`config.mk`:
```
export PLATFORM = sky130hd
export DESIGN_NAME = handle_pool_allocator_top
export DESIGN_NICKNAME = d
export VERILOG_FILES = /design/src/hpa_pkg.sv /design/src/hpa_ctrl.sv /design/src/hpa_dp.sv /design/src/handle_pool_allocator_top.sv
export SDC_FILE = /design/constraint.sdc
export NUM_CORES = 2
export LEC_CHECK = 0
export ABC_AREA = 1
export BUFFER_PORTS_ARGS = -buffer_cell sky130_fd_sc_hd__buf_4
export CAP_MARGIN = 0
export CELL_PAD_IN_SITES_DETAIL_PLACEMENT = 1
export CELL_PAD_IN_SITES_GLOBAL_PLACEMENT = 2
export CORE_MARGIN = 8
export CORE_UTILIZATION = 39
export CTS_BUF_LIST = sky130_fd_sc_hd__clkbuf_16
export CTS_CLUSTER_SIZE = 12
export DETAILED_ROUTE_END_ITERATION = 10
export PLACE_DENSITY = 0.79
export SYNTH_ARGS = -nofsm -noshare
export SYNTH_HDL_FRONTEND = slang
export SYNTH_SLANG_ARGS = --single-unit
```
`constraint.sdc`:
```
create_clock -name clock -period 5.7 [get_ports clock]
set_clock_uncertainty 0.2 [all_clocks]
set_input_delay 0.57 -clock clock [delete_from_list [all_inputs] [get_ports clock]]
set_output_delay 0.57 -clock clock [all_outputs]
set_load 0.02 [all_outputs]
```
`src/hpa_pkg.sv`:
```
// Shared types and codes for the handle pool allocator.
package hpa_pkg;

   // Operation codes carried in the request opcode field.
   localparam logic [1:0] OP_ALLOC = 2'd0;
   localparam logic [1:0] OP_TRY   = 2'd1;
   localparam logic [1:0] OP_FREE  = 2'd2;

   // Status codes carried in the response status field.
   localparam logic [1:0] ST_OK        = 2'd0;
   localparam logic [1:0] ST_NONE      = 2'd1;
   localparam logic [1:0] ST_NOT_ALLOC = 2'd2;

   // Request payload.
   typedef struct packed {
      logic [1:0] opcode;
      logic [7:0] handle;
   } hpa_req_type;

   // Response payload.
   typedef struct packed {
      logic [7:0] handle_out;
      logic [1:0] status;
   } hpa_rsp_type;

   // Controller states.
   typedef enum logic {
      STATE_IDLE,
      STATE_EXEC
   } hpa_state_type;

   // Commands from the controller to the datapath.
   typedef struct packed {
      logic capture;
      logic commit;
   } hpa_cmd_type;

   // Status from the datapath to the controller.
   typedef struct packed {
      logic out_room;
   } hpa_stat_type;

endpackage

```
`src/hpa_ctrl.sv`:
```
// Controller state machine that sequences lookup and update of one request.
module hpa_ctrl import hpa_pkg::*; (
   input  logic         clock,
   input  logic         reset,
   input  logic         req_valid,
   output logic         req_stall,
   input  hpa_stat_type stat,
   output hpa_cmd_type  cmd
);

   hpa_state_type state_ff;
   hpa_state_type state_in;

   // State register.
   always_ff @(posedge clock) begin
      if (reset) begin
         state_ff <= STATE_IDLE;
      end else begin
         state_ff <= state_in;
      end
   end

   // Next state: a transfer starts the lookup, the update waits for output room.
   always_comb begin
      state_in = state_ff;
      unique case (state_ff)
         STATE_IDLE: begin
            if (req_valid) begin
               state_in = STATE_EXEC;
            end
         end
         STATE_EXEC: begin
            if (stat.out_room) begin
               state_in = STATE_IDLE;
            end
         end
         default: state_in = STATE_IDLE;
      endcase
   end

   // Outputs: take requests only when idle, commit once the result can be stored.
   always_comb begin
      req_stall   = 1'b1;
      cmd.capture = 1'b0;
      cmd.commit  = 1'b0;
      unique case (state_ff)
         STATE_IDLE: begin
            req_stall   = 1'b0;
            cmd.capture = req_valid;
         end
         STATE_EXEC: begin
            cmd.commit = stat.out_room;
         end
         default: req_stall = 1'b1;
      endcase
   end

endmodule

```
`src/hpa_dp.sv`:
```
// Datapath: free queue, in-use bitmap, counters and the response register.
module hpa_dp import hpa_pkg::*; #(
   parameter int POOL_SIZE = 256
) (
   input  logic         clock,
   input  logic         reset,
   input  hpa_req_type  req,
   input  hpa_cmd_type  cmd,
   output hpa_stat_type stat,
   output logic         rsp_valid,
   input  logic         rsp_stall,
   output hpa_rsp_type  rsp
);

   // Sizes derived from the pool size.
   localparam int CW   = $clog2(POOL_SIZE + 1);
   localparam int QAW  = $clog2(POOL_SIZE);
   localparam int MAPD = (POOL_SIZE < 256) ? POOL_SIZE : 256;
   localparam int MAW  = $clog2(MAPD);
   localparam int CMPW = (CW > 9) ? CW : 9;
   localparam logic [CW-1:0]   POOL_FULL = CW'(POOL_SIZE);
   localparam logic [QAW-1:0]  QLAST     = QAW'(POOL_SIZE - 1);
   localparam logic [CMPW-1:0] MAP_LIMIT = CMPW'(MAPD);

   // Memories: the free queue and the in-use bitmap.
   logic [7:0] q_mem [POOL_SIZE];
   logic       map_mem [MAPD];

   // Control registers.
   logic [QAW-1:0] head_ff, head_in;
   logic [QAW-1:0] tail_ff, tail_in;
   logic [CW-1:0]  count_ff, count_in;
   logic [CW-1:0]  fresh_ff, fresh_in;
   logic           rsp_valid_ff, rsp_valid_in;

   // Payload registers captured with the request transfer.
   logic [1:0]  op_ff;
   logic [7:0]  hin_ff;
   logic [7:0]  q_rd_ff;
   logic        map_rd_ff;
   hpa_rsp_type rsp_ff;

   // Decision signals.
   logic        is_alloc;
   logic        free_avail;
   logic        fresh_avail;
   logic        grant_q;
   logic        grant_f;
   logic        in_use;
   logic        free_ok;
   logic        map_we;
   logic [MAW-1:0] map_wa;
   logic        map_wd;
   hpa_rsp_type result;

   // Lookup: read the queue head and the bitmap entry of the request handle.
   always_ff @(posedge clock) begin
      if (cmd.capture) begin
         op_ff     <= req.opcode;
         hin_ff    <= req.handle;
         q_rd_ff   <= q_mem[head_ff];
         map_rd_ff <= map_mem[MAW'(req.handle)];
      end
   end

   // Decide the outcome from the looked-up values.
   always_comb begin
      is_alloc    = (op_ff == OP_ALLOC) || (op_ff == OP_TRY);
      free_avail  = (count_ff != '0);
      fresh_avail = (fresh_ff < POOL_FULL);
      grant_q     = is_alloc && free_avail;
      grant_f     = (op_ff == OP_ALLOC) && !free_avail && fresh_avail;
      // Entries at or above the fresh count were never written since reset.
      in_use      = map_rd_ff && (CMPW'(hin_ff) < CMPW'(fresh_ff));
      free_ok     = (op_ff == OP_FREE) && in_use && (count_ff != POOL_FULL);

      result.handle_out = 8'd0;
      result.status     = ST_OK;
      if (grant_q) begin
         result.handle_out = q_rd_ff;
      end else if (grant_f) begin
         result.handle_out = 8'(fresh_ff);
      end else if (is_alloc) begin
         result.status = ST_NONE;
      end else if ((op_ff == OP_FREE) && !in_use) begin
         result.status = ST_NOT_ALLOC;
      end
   end

   // Bitmap write: set on a grant, clear on a release.
   always_comb begin
      map_we = 1'b0;
      map_wa = MAW'(hin_ff);
      map_wd = 1'b0;
      if (grant_q) begin
         map_we = 1'b1;
         map_wa = MAW'(q_rd_ff);
         map_wd = 1'b1;
      end else if (grant_f) begin
         map_we = (CMPW'(fresh_ff) < MAP_LIMIT);
         map_wa = MAW'(fresh_ff);
         map_wd = 1'b1;
      end else if (free_ok) begin
         map_we = 1'b1;
      end
   end

   always_ff @(posedge clock) begin
      if (cmd.commit && map_we) begin
         map_mem[map_wa] <= map_wd;
      end
   end

   // Queue append on a successful release.
   always_ff @(posedge clock) begin
      if (cmd.commit && free_ok) begin
         q_mem[tail_ff] <= hin_ff;
      end
   end

   // Next values of pointers, counters and the response valid.
   always_comb begin
      head_in      = head_ff;
      tail_in      = tail_ff;
      count_in     = count_ff;
      fresh_in     = fresh_ff;
      rsp_valid_in = rsp_valid_ff && rsp_stall;
      if (cmd.commit) begin
         rsp_valid_in = 1'b1;
         if (grant_q) begin
            head_in  = (head_ff == QLAST) ? '0 : head_ff + 1'b1;
            count_in = count_ff - 1'b1;
         end
         if (grant_f) begin
            fresh_in = fresh_ff + 1'b1;
         end
         if (free_ok) begin
            tail_in  = (tail_ff == QLAST) ? '0 : tail_ff + 1'b1;
            count_in = count_ff + 1'b1;
         end
      end
   end

   always_ff @(posedge clock) begin
      if (reset) begin
         head_ff      <= '0;
         tail_ff      <= '0;
         count_ff     <= '0;
         fresh_ff     <= '0;
         rsp_valid_ff <= 1'b0;
      end else begin
         head_ff      <= head_in;
         tail_ff      <= tail_in;
         count_ff     <= count_in;
         fresh_ff     <= fresh_in;
         rsp_valid_ff <= rsp_valid_in;
      end
   end

   // Response register.
   always_ff @(posedge clock) begin
      if (cmd.commit) begin
         rsp_ff <= result;
      end
   end

   assign stat.out_room = !rsp_valid_ff || !rsp_stall;
   assign rsp_valid     = rsp_valid_ff;
   assign rsp           = rsp_ff;

endmodule

```
`src/handle_pool_allocator_top.sv`:
```
// Each request runs a lookup step, which reads the queue and bitmap memories,
// and then an update step, which writes them and loads the response register.
// The update waits while a stalled response holds the output; no new request is
// taken until it is done, but a waiting response does not block the next transfer.
// Reset is synchronous and active high; it clears the pointers and counters, and
// the fresh-handle count marks all bitmap entries unused, so no clearing pass runs.
module handle_pool_allocator_top import hpa_pkg::*; #(
   parameter int POOL_SIZE = 256
) (
   input  logic        clock,
   input  logic        reset,
   input  logic        req_valid,
   output logic        req_stall,
   input  hpa_req_type req,
   output logic        rsp_valid,
   input  logic        rsp_stall,
   output hpa_rsp_type rsp
);

   hpa_cmd_type  cmd;
   hpa_stat_type stat;

   // Sequencing of each request.
   hpa_ctrl u_ctrl (
      .clock     (clock),
      .reset     (reset),
      .req_valid (req_valid),
      .req_stall (req_stall),
      .stat      (stat),
      .cmd       (cmd)
   );

   // Storage and decision logic.
   hpa_dp #(
      .POOL_SIZE (POOL_SIZE)
   ) u_dp (
      .clock     (clock),
      .reset     (reset),
      .req       (req),
      .cmd       (cmd),
      .stat      (stat),
      .rsp_valid (rsp_valid),
      .rsp_stall (rsp_stall),
      .rsp       (rsp)
   );

endmodule

```
Word-level counts from Yosys, hierarchy flattened. Memories as Yosys holds them, arrays and structs flattened. A register that Yosys moved wholly into a read port is not among the register bits. Cells that the tools add are included.

Flip-flop bits (word level): 56. Memory bits (writable): 2304. Bits of input ports: 14. Output and inout port bits: 12. Word-level logic and storage cells: 77. Memories: 2.

Memories: u_dp.q_mem (words 256, bits a word 8, read ports 1, clocked after Yosys merged registers in 1, wr ports 1, RTL line hpa_dp.sv:26) `logic [7:0] q_mem [POOL_SIZE];`; u_dp.map_mem (words 256, bits a word 1, read ports 1, clocked after Yosys merged registers in 1, wr ports 1, RTL line hpa_dp.sv:27) `logic map_mem [MAPD];`.

Add/sub/neg operators: 5. Order comparisons: 2. Eq/ne operators: 5. Multiplexer cells: 26. Bitwise logic cells: 1. Reductions and logical operators: 25.

Operators by type and width (number): 2-to-1 mux 8 bit (6); adder 9 x 1 -> 9 bit, second input constant (2); 2-to-1 mux 9 bit (2); adder 8 x 1 -> 8 bit, second input constant (2); equality test 8 bit, second input constant (2); 2-to-1 mux 1 bit (16); logical AND 1 bit (10); less-than comparator 8 x 9 -> 1 bit (1); less-than comparator 9 bit, second input constant (1); inequality test 9 bit, second input constant (1); nonzero test 9 bit (1); subtractor 9 x 1 -> 9 bit, second input constant (1); AND reduction 2 bit (4); logical NOT 1 bit (4); OR reduction 3 bit (1); equality test 2 x 1 -> 1 bit, second input constant (1); equality test 2 bit, second input constant (1); logical NOT 2 bit (1); logical OR 1 bit (2); 2-to-1 mux 2 bit (1); one-hot mux 1 bit (2 select lines) (1); nonzero test 2 bit (1); OR reduction 2 bit (1); inverter 1 bit (1).

Depth between registers and ports, before layout.
Depth after elaboration: 10. Depth in mapped cells: 20.

By module. From an unflattened synthesis, not the netlist that was laid out.

Cells, all modules: 9265. Area, all modules: 99979.6 um^2.

Modules (own cells, without submodules): hpa_dp (times used 1, cells each 9256, area each 99927.1 um^2, seq. area each 70757.9 um^2); hpa_ctrl (times used 1, cells each 9, area each 52.6 um^2, seq. area each 20.0 um^2).

Least setup slack after synthesis. OpenSTA, ideal clock, no wires.

Path type: reg-to-reg. From: register u_dp.hin_ff[6]. To: memory u_dp.q_mem[127][0], enable pin. Library setup time: 383 ps. Arrival: 5655 ps. Data required time: 5117 ps. Setup slack: -538 ps. Stages on the path, launching flop included: 9. Period minus slack after synthesis: 6238 ps. Path through: edfxtp_1 ha_1 a21oi_1 o21ai_0 a21oi_1 nand3_1 nor2_1 nand3_1 nor3_1.

Longest elaborated chain between the ends: 7.

Ends and longest elaborated chain: start, declared (RTL line hpa_dp.sv:38) `logic [7:0] hin_ff;`; start signal, assigned (RTL line hpa_dp.sv:60) `hin_ff <= req.handle;`; less-than comparator 8 x 9 -> 1 bit (RTL line hpa_dp.sv:74) `in_use = map_rd_ff && (CMPW'(hin_ff) < CMPW'(fresh_ff));`; logical AND 1 bit (RTL line hpa_dp.sv:74); logical AND 1 bit (2 in series) (RTL line hpa_dp.sv:75) `free_ok = (op_ff == OP_FREE) && in_use && (count_ff != POOL_FULL);`; logical AND 1 bit (RTL line hpa_dp.sv:116) `if (cmd.commit && free_ok) begin`; 2-to-1 mux 1 bit (RTL line hpa_dp.sv:116); 2-to-1 mux 1 bit (implied by the code) (RTL line hpa_dp.sv:117) `q_mem[tail_ff] <= hin_ff;`; end, declared (RTL line hpa_dp.sv:26).

Every way passes these cells.

Final worst setup path.
From: register u_dp.fresh_ff[2]. To: memory u_dp.q_mem[131][1], enable pin.

Longest elaborated chain between the ends: 7.

Ends and longest elaborated chain: start, declared (RTL line hpa_dp.sv:33) `logic [CW-1:0] fresh_ff, fresh_in;`; start signal, assigned (RTL line hpa_dp.sv:155) `fresh_ff <= fresh_in;`; less-than comparator 8 x 9 -> 1 bit (RTL line hpa_dp.sv:74); logical AND 1 bit (RTL line hpa_dp.sv:74); logical AND 1 bit (2 in series) (RTL line hpa_dp.sv:75); logical AND 1 bit (RTL line hpa_dp.sv:116); 2-to-1 mux 1 bit (RTL line hpa_dp.sv:116); 2-to-1 mux 1 bit (implied by the code) (RTL line hpa_dp.sv:117).

Every way passes these cells.

==> summary.md <==
| Metric | Value |
|---|---|
| Status | `completed` |
| Synth cell types | `between 40 and 50` |
| #FFs+latches synth | `2369` |
| Leakage power | `between 40 and 50 nW` |
| Register area share after synthesis | `0.702` |
| Boundary Pins | `26` |
| CTS tree | `yes` |
| First-pass GRT wire length | `~460 mm` |
| Synthesized cell area | `slightly above 100000 sq um` |
| Drt via density | `around 5.3` |
| Die Area | `275000 sq um` |
| Core Footprint | `roughly 260000 sq um` |
| Share of cells above drive strength 1 | `0.0867` |
| Die height | `between 500 and 600 um` |
| Worst-Margin Slew | `~1.3 ns` |
| TritonCTS Buffers | `281` |
| Fmax | `~0.21 GHz` |
| Clk slew on worst S/H paths | `roughly 0.06 ns` |
| Worst skew pair latency | `around 0.93 ns` |
| Pin count of the biggest net entering global routing | `between 150 and 200` |
| Initial antenna violation count | `7` |
| Dpl cells | `12259` |
| Synthesized Nets | `between 9000 and 10000` |
| Finished Layout Cells | `roughly 13000` |
| Global route overflow | `0` |
| Final hold vios | `0` |
| Clock share of power | `0.421` |
| Switch share | `0.242` |
| Final #Nets | `9206` |
| Port Buf Inserts | `25` |
| Synth Instances | `~9300` |
| Min cycle time layout | `approximately 4.7 ns` |
| HPWL Detailed | `approximately 180 mm` |
| Synth warn | `0` |
| Startpoint Class | `flop` |
| PD cells | `349 nW/um^2` |
| Internal power | `29.9 mW` |
| CTS H-tree lvls | `5` |
| Gpl congestion | `~0.82` |
| CP max FO | `16` |
| Drt total wl | `just over 300 mm` |
| WL per Instance | `approximately 24 um` |
| Ys flop type | `edfxtp_1` |
| Detailed Routing Iterations Pass 1 | `5` |
| CP endpoint kind | `flop` |
| Initial Util | `0.392` |
| Die X | `approximately 520 um` |
| Max-Cap Viols | `0` |
| # clock sinks | `roughly 2400` |
| Clock root buffer | `clkbuf_16` |
| RSZ-0062 raised after global routing | `false` |
| Final ANT Viol Nets | `0` |
| Hold Path Class | `input pin to flop` |
| Layout area overhead | `12.2%` |
| Commonest non-fill, non-tap cell in the layout | `edfxtp_1` |
| Gr usage total | `0.219` |
| Syn avg cell area | `around 11 sq um` |
| Starting DRC count in detailed routing | `about 5500` |
| Remaining DRCs | `0` |
| Critical path class | `flop to flop` |
| Post-synth EDFFs | `around 2300` |
| Sequential fraction of design power | `0.494` |
| P_sw | `9.55 mW` |
| Final Util | `0.440` |
| Slew Limit Fails | `0` |
| Slew margin rel. | `0.153` |
| Post-synthesis async set-or-reset flop share | `0` |
| Final Setup Violations | `0` |
| Vias | `about 68000` |
| Crit path DAT | `5.02 ns` |
| Fin crit share | `0.824` |
| CP required | `6.02 ns` |
| FP Rows | `between 150 and 200` |
| Vias in the first global route | `70807` |
| Worst ir drop on vdd | `between 0.0002 and 0.0003 V` |
| Combinational Power Share | `0.085` |
| Most frequent cells in the layout | `edfxtp_1, nand2_1, nor2_1` |
| Buffer levels on the longest clock path | `4` |
## kinds of logic after synthesis
logic type / share of synthesized area
AND/OR/NAND/NOR: 0.203
flip-flops: 0.702
AO/OA/AOI/OAI: 0.0472
adder cells (fa/ha/maj): 0.00268
XOR/XNOR: 0.000435
buffers and inverters: 0.0444
## routing by layer
metal,part of all wire,vias to the layer above,GRT usage
met1,0.44,34475,0.295
met4,0.032,2,0.0699
li1,-,31175,-
met3,0.049,473,0.0315
met5,0.000065,-,0
met2,0.48,1689,0.369
## metrics by stage
| stage | hold WS [ns] | area [sq um] | worst slack [ns] | setup TNS [ns] | total power, mW |
|---|---|---|---|---|---|
| 3_3_place_gp | 0.267 | 105000 | 1.05 | 0 | 23.1 |
| 5_1_grt | 0.138 | 113000 | 0.720 | 0 | 40.6 |
| 3_5_place_dp | 0.300 | 105000 | 0.940 | 0 | 23.2 |
| 6_report | 0.171 | 113000 | 1.00 | 0 | 39.4 |
| 2_1_floorplan | 0.247 | 101000 | -0.379 | -589.03 | 22.1 |
| 4_1_cts | 0.108 | 113000 | 0.923 | 0 | 39.8 |
## power groups by stage
stage          clock network [mW]  registers, mW  logic, mW
2_1_floorplan                   0           20.0       2.06
3_3_place_gp                    0           19.8       3.29
3_5_place_dp                    0           19.8       3.36
4_1_cts                      16.9           19.5       3.39
5_1_grt                      17.5           19.5       3.67
6_report                     16.6           19.5       3.35
## cell type report
cell class | count | area, sq um
fillers | 27609 | 144000
flip-flops and latches | 2369 | 70800
multi-input cells | 5828 | 26100
clock buffers | 287 | 7180
well taps | 3384 | 4230
inverters | 536 | 2050
repair buffers | 155 | 1560
clock inverters | 186 | 1160
diodes | 1 | 2.50
## worst paths after layout
path	startpoint	end	slack, ns	depth (start not counted)
max	u_dp.fresh_ff[2]	u_dp.q_mem[131][1]	1.00	12
min	req[8]	u_dp.op_ff[0]	0.17	2
max reg2reg	u_dp.fresh_ff[2]	u_dp.q_mem[131][1]	1.00	12
min reg2reg	u_dp.fresh_ff[7]	u_dp.fresh_ff[7]	0.31	1
## synthesized netlist by cell type (all sizes together) (14+ instances only)
cell type / n / area (sq um)
dfxtp: 36 / 721
clkbuf: 304 / 1140
nand3: 870 / 4550
o211ai: 75 / 563
nor2: 1700 / 6880
buf: 248 / 1310
edfxtp: 2333 / 70100
o21ai: 679 / 3460
inv: 534 / 2020
o22ai: 14 / 87.6
a21oi: 115 / 576
ha: 20 / 250
nor3: 15 / 80.1
nand2: 2292 / 8760
or2: 20 / 125
## flip-flops by register name (all words and copies together), names as in the netlist
| register | cells |
|---|---|
| u_dp.op_ff | 2 |
| u_dp.map_rd_ff | 1 |
| u_dp.q_rd_ff | 8 |
| u_dp.fresh_ff | 9 |
| u_dp.rsp | 10 |
| u_dp.hin_ff | 8 |
| u_dp.count_ff | 9 |
| u_dp.map_mem | 256 |
| u_dp.rsp_valid | 1 |
| u_ctrl.state_ff | 1 |
| u_dp.tail_ff | 8 |
| u_dp.head_ff | 8 |
| u_dp.q_mem | 2048 |
## repair_timing
item	CTS	global route
hold endpoints to repair	20	0
buffers inserted	0	0
setup endpoints to repair	0	0
hold buffers	13	0
gates resized for setup	0	0
## critical path: stages (launching register included)
cell and delay (ns):
dfxtp_1 0.37, inv_1 0.13, ha_1 0.31, nand2_1 0.07, inv_1 0.04, o21bai_1 0.12
nand3_1 0.11, nand2_1 0.17, nand4_1 0.43, buf_4 0.35, nor2_1 0.29, nand2_2 0.81
nor2_1 0.87
(Power assumes the default switching activity.)
